$ cat config.mk
export PLATFORM = sky130hd
export DESIGN_NAME = key_press_classifier_core
export DESIGN_NICKNAME = d
export VERILOG_FILES = /design/src/design/kpc_pkg.sv /design/src/design/kpc_lane.sv /design/src/design/kpc_pair_merge.sv /design/src/design/kpc_out_buf.sv /design/src/design/key_press_classifier_core.sv
export SDC_FILE = /design/constraint.sdc
export NUM_CORES = 1
export LEC_CHECK = 0
export ABC_AREA = 1
export BUFFER_PORTS_ARGS = -buffer_cell sky130_fd_sc_hd__buf_2
export CAP_MARGIN = 20
export CORE_AREA = 2 2 153 155
export CTS_BUF_LIST = sky130_fd_sc_hd__clkbuf_4 sky130_fd_sc_hd__clkbuf_8
export DETAILED_ROUTE_END_ITERATION = 8
export DIE_AREA = 0 0 155 157
export PLACE_DENSITY = 0.55
export SKIP_LAST_GASP = 1
export SLEW_MARGIN = 20
export SYNTH_ARGS = -nofsm -noshare
export SYNTH_HDL_FRONTEND = slang
export SYNTH_HIERARCHICAL = 1
export SYNTH_SLANG_ARGS = --single-unit
$ cat constraint.sdc
create_clock -name clk -period 4.37 [get_ports clk]
set_input_delay 0.874 -clock clk [delete_from_list [all_inputs] [get_ports clk]]
set_output_delay 0.874 -clock clk [all_outputs]
set_load 0.01 [all_outputs]
$ cat src/design/kpc_pkg.sv
// ----------------------------------------------------------------------------
// kpc_pkg
// Shared types, codes and constants of the key press classifier.
// ----------------------------------------------------------------------------
package kpc_pkg;

	// number of keys and default press counter width
	localparam int KEYS          = 2;
	localparam int COUNT_WIDTH_D = 16;

	// configuration register width and index width
	localparam int CFG_W     = 16;
	localparam int CFG_IDX_W = 1;

	// configuration register indexes
	localparam logic [CFG_IDX_W-1:0] REG_SHORT_TIME = 1'b0;
	localparam logic [CFG_IDX_W-1:0] REG_HOLD_TIME  = 1'b1;

	// reset values of the thresholds
	localparam logic [CFG_W-1:0] SHORT_TIME_RST = 16'd3;
	localparam logic [CFG_W-1:0] HOLD_TIME_RST  = 16'd100;

	// operation codes
	localparam logic OP_TICK  = 1'b0;
	localparam logic OP_CLEAR = 1'b1;

	// per-key classification
	typedef enum logic [2:0] {
		ST_NONE  = 3'd0,
		ST_SHORT = 3'd1,
		ST_LONG  = 3'd2,
		ST_HOLD  = 3'd3,
		ST_BUSY  = 3'd4
	} key_class_t;

	// input item
	typedef struct packed {
		logic            operation;
		logic [KEYS-1:0] pressed;
	} in_item_t;

	// result item
	typedef struct packed {
		logic [3*KEYS-1:0] key_states;
		logic [KEYS-1:0]   pair_mask;
		logic [2:0]        pair_state;
	} out_item_t;

	// control shared by all lanes for one transfer
	typedef struct packed {
		logic fire;
		logic clear;
		logic any_pressed;
	} lane_ctrl_t;

endpackage

$ cat src/design/kpc_lane.sv
// ----------------------------------------------------------------------------
// kpc_lane
// One key: saturating press counter and classification of its count.
// ----------------------------------------------------------------------------
module kpc_lane
	import kpc_pkg::*;
#(
	parameter int COUNT_WIDTH = COUNT_WIDTH_D
) (
	input  logic             clk,
	input  logic             arst_n,
	input  lane_ctrl_t       ctrl,
	input  logic             key_pressed,
	input  logic [CFG_W-1:0] short_time,
	input  logic [CFG_W-1:0] hold_time,
	output key_class_t       key_class
);

	localparam int CMP_W = (COUNT_WIDTH > CFG_W) ? COUNT_WIDTH : CFG_W;

	logic [COUNT_WIDTH-1:0] count_q;
	logic [COUNT_WIDTH-1:0] count_inc;
	logic [CMP_W-1:0]       count_x;
	logic                   over_hold;
	logic                   over_short;

	// saturating increment of a pressed key
	always_comb begin
		if (key_pressed && (count_q != {COUNT_WIDTH{1'b1}})) begin
			count_inc = count_q + COUNT_WIDTH'(1);
		end else begin
			count_inc = count_q;
		end
	end

	// threshold compares on a common width
	assign count_x    = CMP_W'(count_inc);
	assign over_hold  = count_x > CMP_W'(hold_time);
	assign over_short = count_x > CMP_W'(short_time);

	// classification of this key
	always_comb begin
		if (ctrl.clear) begin
			key_class = ST_NONE;
		end else if (!ctrl.any_pressed) begin
			if (over_hold) begin
				key_class = ST_LONG;
			end else if (over_short) begin
				key_class = ST_SHORT;
			end else begin
				key_class = ST_NONE;
			end
		end else if (over_hold) begin
			key_class = ST_HOLD;
		end else begin
			key_class = ST_BUSY;
		end
	end

	// counter update, cleared once all keys are released
	always_ff @(posedge clk or negedge arst_n) begin
		if (!arst_n) begin
			count_q <= '0;
		end else if (ctrl.fire && !ctrl.clear) begin
			if (!ctrl.any_pressed) begin
				count_q <= '0;
			end else begin
				count_q <= count_inc;
			end
		end
	end

endmodule

$ cat src/design/kpc_pair_merge.sv
// ----------------------------------------------------------------------------
// kpc_pair_merge
// Merges the lane states: sticky record of the last matching key pair.
// ----------------------------------------------------------------------------
module kpc_pair_merge
	import kpc_pkg::*;
(
	input  logic                    clk,
	input  logic                    arst_n,
	input  lane_ctrl_t              ctrl,
	input  key_class_t [KEYS-1:0]   lane_state,
	output logic [KEYS-1:0]         pair_mask,
	output logic [2:0]              pair_state
);

	logic [KEYS-1:0] pair_bits_q;
	logic [2:0]      pair_status_q;
	logic            found;
	logic [KEYS-1:0] found_mask;
	logic [2:0]      found_state;

	// scan all pairs in order, the last match wins
	always_comb begin
		found       = 1'b0;
		found_mask  = '0;
		found_state = ST_NONE;
		for (int i = 0; i < KEYS - 1; i++) begin
			for (int j = i + 1; j < KEYS; j++) begin
				if ((lane_state[i] == lane_state[j]) && (lane_state[i] != ST_NONE)) begin
					found         = 1'b1;
					found_mask    = '0;
					found_mask[i] = 1'b1;
					found_mask[j] = 1'b1;
					found_state   = lane_state[i];
				end
			end
		end
	end

	// value reported with this transfer
	always_comb begin
		if (ctrl.clear) begin
			pair_mask  = '0;
			pair_state = pair_status_q;
		end else if (found) begin
			pair_mask  = found_mask;
			pair_state = found_state;
		end else begin
			pair_mask  = pair_bits_q;
			pair_state = pair_status_q;
		end
	end

	// sticky pair record
	always_ff @(posedge clk or negedge arst_n) begin
		if (!arst_n) begin
			pair_bits_q   <= '0;
			pair_status_q <= ST_NONE;
		end else if (ctrl.fire) begin
			pair_bits_q   <= pair_mask;
			pair_status_q <= pair_state;
		end
	end

endmodule

$ cat src/design/kpc_out_buf.sv
// ----------------------------------------------------------------------------
// kpc_out_buf
// Result register with a skid stage, so input and output stall independently.
// ----------------------------------------------------------------------------
module kpc_out_buf
	import kpc_pkg::*;
(
	input  logic      clk,
	input  logic      arst_n,
	input  logic      push,
	input  out_item_t push_data,
	output logic      can_push,
	output logic      out_valid,
	input  logic      out_ready,
	output out_item_t out_data
);

	logic      head_v_q;
	logic      skid_v_q;
	out_item_t head_q;
	out_item_t skid_q;
	logic      pop;

	assign pop       = head_v_q && out_ready;
	assign can_push  = !skid_v_q;
	assign out_valid = head_v_q;
	assign out_data  = head_q;

	// valid flags
	always_ff @(posedge clk or negedge arst_n) begin
		if (!arst_n) begin
			head_v_q <= 1'b0;
			skid_v_q <= 1'b0;
		end else if (pop || !head_v_q) begin
			head_v_q <= skid_v_q || push;
			skid_v_q <= 1'b0;
		end else if (push) begin
			skid_v_q <= 1'b1;
		end
	end

	// payload
	always_ff @(posedge clk) begin
		if (pop || !head_v_q) begin
			if (skid_v_q) begin
				head_q <= skid_q;
			end else if (push) begin
				head_q <= push_data;
			end
		end else if (push) begin
			skid_q <= push_data;
		end
	end

endmodule

$ cat src/design/key_press_classifier_core.sv
// ----------------------------------------------------------------------------
// key_press_classifier_core
// Short/long press classifier over a group of keys with a pair detector.
//
//   channel  | signals                          | direction
//   ---------+----------------------------------+----------
//   input    | in_valid, in_ready, in_data      | in
//   result   | out_valid, out_ready, out_data   | out
//   config   | cfg_we, cfg_index, cfg_wdata     | in
//
// One item per cycle while in_ready is high; lane classes and the pair merge
// are combinational; each result is registered in the output or skid stage.
// Reset clears the counters, the pair record and the thresholds to 3 / 100.
// A two-entry output buffer keeps input transfers going while a result waits;
// in_ready falls only when both entries are full.
// ----------------------------------------------------------------------------
module key_press_classifier_core
	import kpc_pkg::*;
#(
	parameter int COUNT_WIDTH = COUNT_WIDTH_D
) (
	input  logic                 clk,
	input  logic                 arst_n,
	input  logic                 in_valid,
	output logic                 in_ready,
	input  in_item_t             in_data,
	output logic                 out_valid,
	input  logic                 out_ready,
	output out_item_t            out_data,
	input  logic                 cfg_we,
	input  logic [CFG_IDX_W-1:0] cfg_index,
	input  logic [CFG_W-1:0]     cfg_wdata
);

	logic [CFG_W-1:0]      short_time_q;
	logic [CFG_W-1:0]      hold_time_q;
	lane_ctrl_t            ctrl;
	key_class_t [KEYS-1:0] lane_state;
	logic [KEYS-1:0]       pair_mask_new;
	logic [2:0]            pair_state_new;
	out_item_t             result;

	// configuration registers
	always_ff @(posedge clk or negedge arst_n) begin
		if (!arst_n) begin
			short_time_q <= SHORT_TIME_RST;
			hold_time_q  <= HOLD_TIME_RST;
		end else if (cfg_we) begin
			case (cfg_index)
				REG_SHORT_TIME: short_time_q <= cfg_wdata;
				REG_HOLD_TIME:  hold_time_q  <= cfg_wdata;
				default: ;
			endcase
		end
	end

	// transfer control for the lanes
	assign ctrl.fire        = in_valid && in_ready;
	assign ctrl.clear       = (in_data.operation == OP_CLEAR);
	assign ctrl.any_pressed = |in_data.pressed;

	// one lane per key
	for (genvar k = 0; k < KEYS; k++) begin : g_lane
		kpc_lane #(
			.COUNT_WIDTH(COUNT_WIDTH)
		) u_lane (
			.clk        (clk),
			.arst_n     (arst_n),
			.ctrl       (ctrl),
			.key_pressed(in_data.pressed[k]),
			.short_time (short_time_q),
			.hold_time  (hold_time_q),
			.key_class  (lane_state[k])
		);
		assign result.key_states[3*k +: 3] = lane_state[k];
	end

	// pair merge
	kpc_pair_merge u_merge (
		.clk       (clk),
		.arst_n    (arst_n),
		.ctrl      (ctrl),
		.lane_state(lane_state),
		.pair_mask (pair_mask_new),
		.pair_state(pair_state_new)
	);

	assign result.pair_mask  = pair_mask_new;
	assign result.pair_state = pair_state_new;

	// output register and skid stage
	kpc_out_buf u_obuf (
		.clk      (clk),
		.arst_n   (arst_n),
		.push     (ctrl.fire),
		.push_data(result),
		.can_push (in_ready),
		.out_valid(out_valid),
		.out_ready(out_ready),
		.out_data (out_data)
	);

`ifndef SYNTHESIS
	// a clear transfer reports an empty pair mask
	a_clear_mask: assert property (@(posedge clk) disable iff (!arst_n)
		(ctrl.fire && ctrl.clear) |-> (pair_mask_new == '0))
		else $error("pair mask not cleared on clear transfer");

	// a reported pair mask names no key or exactly two
	a_pair_bits: assert property (@(posedge clk) disable iff (!arst_n)
		ctrl.fire |-> (($countones(pair_mask_new) == 0) || ($countones(pair_mask_new) == 2)))
		else $error("pair mask does not hold a key pair");

	// input stalls only while a result is waiting
	a_stall_cause: assert property (@(posedge clk) disable iff (!arst_n)
		!in_ready |-> out_valid)
		else $error("input stalled with no result pending");
`endif

endmodule

== After elaboration in Yosys (flattened, before gate mapping) ==
Index checks and enable logic that the tools add are counted.

* Register bits: 93
* Output and inout bits: 13
* Input bits: 25
* Logic and storage cells: 69

* Mux-type cells: 25
* $add $sub $neg: 2
* Bitwise operators: 2
* Reduce and logical (&&, ||, !) cells: 19
* Magnitude comparators: 4
* Eq/ne operators: 3

{| class="wikitable"
|+ Operators by type and width
! cell !! number
|-
| $gt 16x16->1 || 4
|-
| $mux 16 || 4
|-
| $mux 3 || 11
|-
| $add 16x1->16 const B || 2
|-
| $ne 16x16->1 const B || 2
|-
| $mux 11 || 2
|-
| $reduce_and 2->1 || 4
|-
| $logic_and 1x1->1 || 6
|-
| $mux 2 || 3
|-
| $mux 1 || 5
|-
| $reduce_bool 2->1 || 2
|-
| $eq 3x3->1 || 1
|-
| $logic_not 1->1 || 3
|-
| $reduce_bool 3->1 || 1
|-
| $logic_or 1x1->1 || 2
|-
| $not 1->1 || 2
|-
| $reduce_or 2->1 || 1
|}

== Longest topological paths before layout ==
* Depth after elaboration: 15
* Depth in mapped cells: 33
* Gate-level depth less buffers: 32

== Hierarchy ==
Netlist, hierarchy kept.

{| class="wikitable"
|+ By module, submodules not included
! module !! area an instance (µm²) !! times used !! cells an instance
|-
| kpc_lane at g_lane[1].u_lane || 2068.2 || 1 || 311
|-
| kpc_lane at g_lane[0].u_lane || 2013.2 || 1 || 311
|-
| key_press_classifier_core || 1340.0 || 1 || 143
|-
| kpc_out_buf || 894.6 || 1 || 70
|-
| kpc_pair_merge || 371.6 || 1 || 53
|}

== Worst setup path after synthesis ==
Ideal clock, no wire load.

* Path type: register to register
* Start point: register g_lane[1].u_lane.count_q[0]
* End point: register u_obuf.head_q, in the netlist u_obuf/out_data[1] (data pin)
* Required time: 4.118 ns
* Period minus slack after synthesis: 3.579 ns
* Buffers on the path: 0
* Cell stages (with the launch flop): 23
* Arrival time: 3.327 ns
* Setup slack: 0.791 ns
* Cell sequence: dfrtp_1 > ha_1 > nand3_1 > nor3_4 > nand2_2 > nand2_4 > inv_4 > or2_0 > a21boi_0 > ha_1 > nand2_1 > nor3_1 > nand2_1 > nand2_1 > nand2_1 > nand2_1 > nand2_1 > a21oi_1 > xnor2_2 > nand4_1 > and2_1 > nand2_1 > nand2_1

{| class="wikitable"
|+ RTL lines
! item !! line !! text
|-
| from (decl) || kpc_lane.sv:21 || <nowiki>logic [COUNT_WIDTH-1:0] count_q;</nowiki>
|-
| from (signal assigned) || kpc_lane.sv:68 || <nowiki>count_q <= count_inc;</nowiki>
|-
| to (signal assigned) || kpc_out_buf.sv:46 || <nowiki>head_q <= skid_q;</nowiki>
|-
| to (signal assigned) || kpc_out_buf.sv:48 || <nowiki>head_q <= push_data;</nowiki>
|-
| to (decl) || kpc_out_buf.sv:20 || <nowiki>out_item_t head_q;</nowiki>
|}

==> impl_metrics.yaml <==
placement:
  numPortBuffers: 37
  place_congestion: 0.858
  post-place-ws_ns: 0.0322
  dp_hpwl_um: 12400
critical_path:
  worst_setup_path_start_kind: "flop"
  worstPathRequired_ns: 4.53
  timing.rr.start: "g_lane[1].u_lane/count_q[0]"
  critPathMaxFanout: 17
  critical_path_class: "reg -> reg"
  r2r_end: "u_obuf/out_data[1]"
  ff2ff_path_depth: 25
  arrival_ns: 4.11
  r2r_slack_ns: 0.42
  endpoint_kind: "flop"
synthesis:
  synth_top_area_cell: "dfrtp_1"
  netlist_area_um2: 6690
  yosys.area_share.simple: 0.296
  syn_avg_cell_area_um2: 7.53
  synthXorXnorAreaFrac: 0.0296
  synth_compound_area_frac: 0.0745
  synth_warnings: 6
  postSynthCellCount: 888
  seq_area_frac_synth: 0.365
  synth-main-ff-cell: "dfrtp_1"
  synth_nets: 979
  synth_area_leaders: "dfrtp_1, nand2_1, ha_1"
  synth-edff-count: 22
  synth-adder-area-share: 0.123
  synth_mux_area_frac: 0
  synth-seq-cells: 93
  synth_top_family_by_area: "simple AND/OR/NAND/NOR gates"
  yosysUniqueCellTypes: 48
  synthArstFlopShare: 0.763
  yosysTopAreaCellShare: 0.247
global_route:
  grtUsageTotal: 0.141
  grt_max_degree: 72
  antenna_found_initial: 0
  grt_pass1_vias: 5324
  grt_pass1_wl_um: 27100
  overflow: 0
power_and_ir_drop:
  p_clk_frac: 0.212
  power.switching_w: 0.00110
  p_int_w: 0.00165
  netSwitchingFraction: 0.400
  p_seq_frac: 0.428
  power_frac_comb: 0.359
  power_density_nw_per_um2: 371
  irDropWorstVdd_mv: 0.134
  p_leak_nw: 3.83
drt:
  wl_um: 16100
  vias: 5590
  drc: 0
  drtAntennaViolNets: 0
  wl_per_cell_um: 13.2
  vias_per_cell: 4.58
  dr.pass1.iters: 5
  drtIter0Drc: 298
finish:
  diodes: 0
  nFillCells: 2435
  layout_commonest_cell: "nand2_1"
  area_delta_synth_final_pct: 10.8
  nets: 1022
  final_cell_mix: "nand2_1, inv_1, ha_1, dfrtp_1, nand3_1"
  final_util: 0.329
  drive_gt1_frac: 0.122
floorplanning:
  die-area_um2: 24300
  die_w_um: 155
  io_pins: 38
  core_area_um2: 22500
  die_h_um: 157
  start_util: 0.297
  rows: 55
clock_tree:
  cts_sinks: 93
  cts_tree: "yes"
  cts_buffers: 9
  hold_buffers: 0
  cts_buffer_depth: 2
  cts-htree-levels: 3
  clkTransAtPathRegs_ns: 0.11
  cts.root.buffer_cell: "clkbuf_8"
  clock_latency_ns: 0.39
timing:
  worst_pin_slew_ns: 0.995
  final-hold-violation-count: 0
  tns_ns: 0
  setup_slack_ns: 0.420
  min_period_ns: 3.95
  setup_viol: 0
  max_freq_mhz: 253
  whs_ns: 0.472
  finClkSkew_ns: 0.0108
  slew_headroom: 0.334
  finalCritPeriodShare: 0.904
  slew_violations: 0
flow_run:
  timing.max_cap.violations: 0
outcome:
  outcome: "finished clean"
hold_path:
  min_path_type: "in -> async"
[cell type report]
cell class | count | area (µm²) | area share
clock inverter | 7 | 65.1 | 0.00878
multi-input combinational | 626 | 3560 | 0.480
timing repair buffer | 49 | 282 | 0.0380
tap | 285 | 357 | 0.0481
clock buffer | 9 | 124 | 0.0167
inverter | 152 | 578 | 0.0780
sequential | 93 | 2440 | 0.330
[power groups by stage]
stage,clock network [W],registers (W),logic (W)
2_1_floorplan,0,0.00117,0.000728
4_1_cts,0.000611,0.00118,0.000974
3_3_place_gp,0,0.00119,0.000956
6_report,0.000584,0.00118,0.000988
3_5_place_dp,0,0.00119,0.000970
5_1_grt,0.000647,0.00120,0.00117
[layer usage]
layer / global-route usage / vias to the layer above / wire (µm) / part of all wire
met5: 0 / - / 0 / 0
met4: 0.0375 / 0 / 210 / 0.013
met3: 0.0229 / 14 / 497 / 0.031
met2: 0.228 / 82 / 7370 / 0.46
met1: 0.195 / 2591 / 8070 / 0.50
li1: - / 2903 / - / -
[Yosys cell counts (2+ instances only)]
cell type / n
nor2_1: 58
nor3_4: 2
and2_1: 7
a31oi_1: 4
xor2_1: 17
buf_6: 7
nand2_4: 2
nor3b_1: 2
o21ai_0: 19
nor4_1: 2
nand3_1: 63
o22ai_2: 2
o22ai_1: 5
nand2_2: 9
dfrtp_1: 66
inv_2: 3
inv_1: 147
nand4_1: 16
ha_1: 66
xor2_2: 2
a21oi_1: 30
o21a_1: 2
nor2b_1: 2
a21o_1: 4
nand2_1: 277
dfstp_2: 5
o21ai_1: 12
nor3_1: 6
buf_4: 8
edfxtp_1: 22
o21ai_2: 4
[flip-flops by register name, summed over array words and instances, names as in the netlist]
name	cells
u_obuf/skid_v_q	1
g_lane.u_lane/count_q	32
u_obuf/out_data	11
u_obuf/out_valid	1
u_merge/pair_bits_q	2
short_time_q	16
hold_time_q	16
u_merge/pair_status_q	3
u_obuf/skid_q	11
[how the worst max path moves through the flow]
stage	start	end	slack, ns	cells past startpoint
finish	g_lane[1].u_lane/count_q[0]	u_obuf/out_data[1]	0.42	25
global route	g_lane[1].u_lane/count_q[0]	u_obuf/out_data[1]	-0.01	22
CTS	g_lane[1].u_lane/count_q[0]	u_obuf/out_data[2]	0.03	24
detailed placement	g_lane[1].u_lane/count_q[0]	u_obuf/out_data[1]	0.03	22
global placement	g_lane[1].u_lane/count_q[0]	u_obuf/out_data[2]	0.13	24
floorplan	g_lane[1].u_lane/count_q[0]	u_obuf/out_data[1]	0.79	22
[repair_timing]
item / in CTS / in global routing
buffers inserted: 0 / 4
gates resized for setup: 0 / 13
endpoints found under the setup margin: 0 / 15
[through the flow]
| step | total power, W | instance area [µm²] | cells |
|---|---|---|---|
| 5_1_grt | 0.00301 | 7410 | 1221 |
| 3_5_place_dp | 0.00216 | 7130 | 1201 |
| 6_report | 0.00275 | 7410 | 1221 |
| 4_1_cts | 0.00276 | 7320 | 1217 |
| 2_1_floorplan | 0.00189 | 6690 | 888 |
| 3_3_place_gp | 0.00215 | 7130 | 1201 |
[worst max-delay path: stages (launching register included)]
cell and delay [ns]:
dfrtp_2 0.43, ha_2 0.23, nand3_2 0.15, nor3_4 0.22, nand2_2 0.12, nand2_8 0.13
inv_4 0.10, nand2_1 0.09, nor2_1 0.05, or2_1 0.27, ha_1 0.31, nand2_1 0.07
nor2_1 0.14, nand2_1 0.07, nand2_1 0.05, nand2_1 0.04, nand2_1 0.05, nand2_1 0.15
nand2_1 0.14, nand2_1 0.09, a21oi_4 0.19, xnor2_2 0.17, nand4_1 0.14, and2_1 0.19
nand2_1 0.06, nand2_1 0.05
[cell families (layout without fill, tap and decap cells)]
family                     count (synthesis)  after routing
adders and majority gates                 66             66
xor gates and xnor gates                  20             20
AOI/OAI and AO/OA                         86             86
DFF                                       93             93
buffers and inverters                    169            217
and+or+nand+nor                          454            454
(Power assumes the default switching activity.)
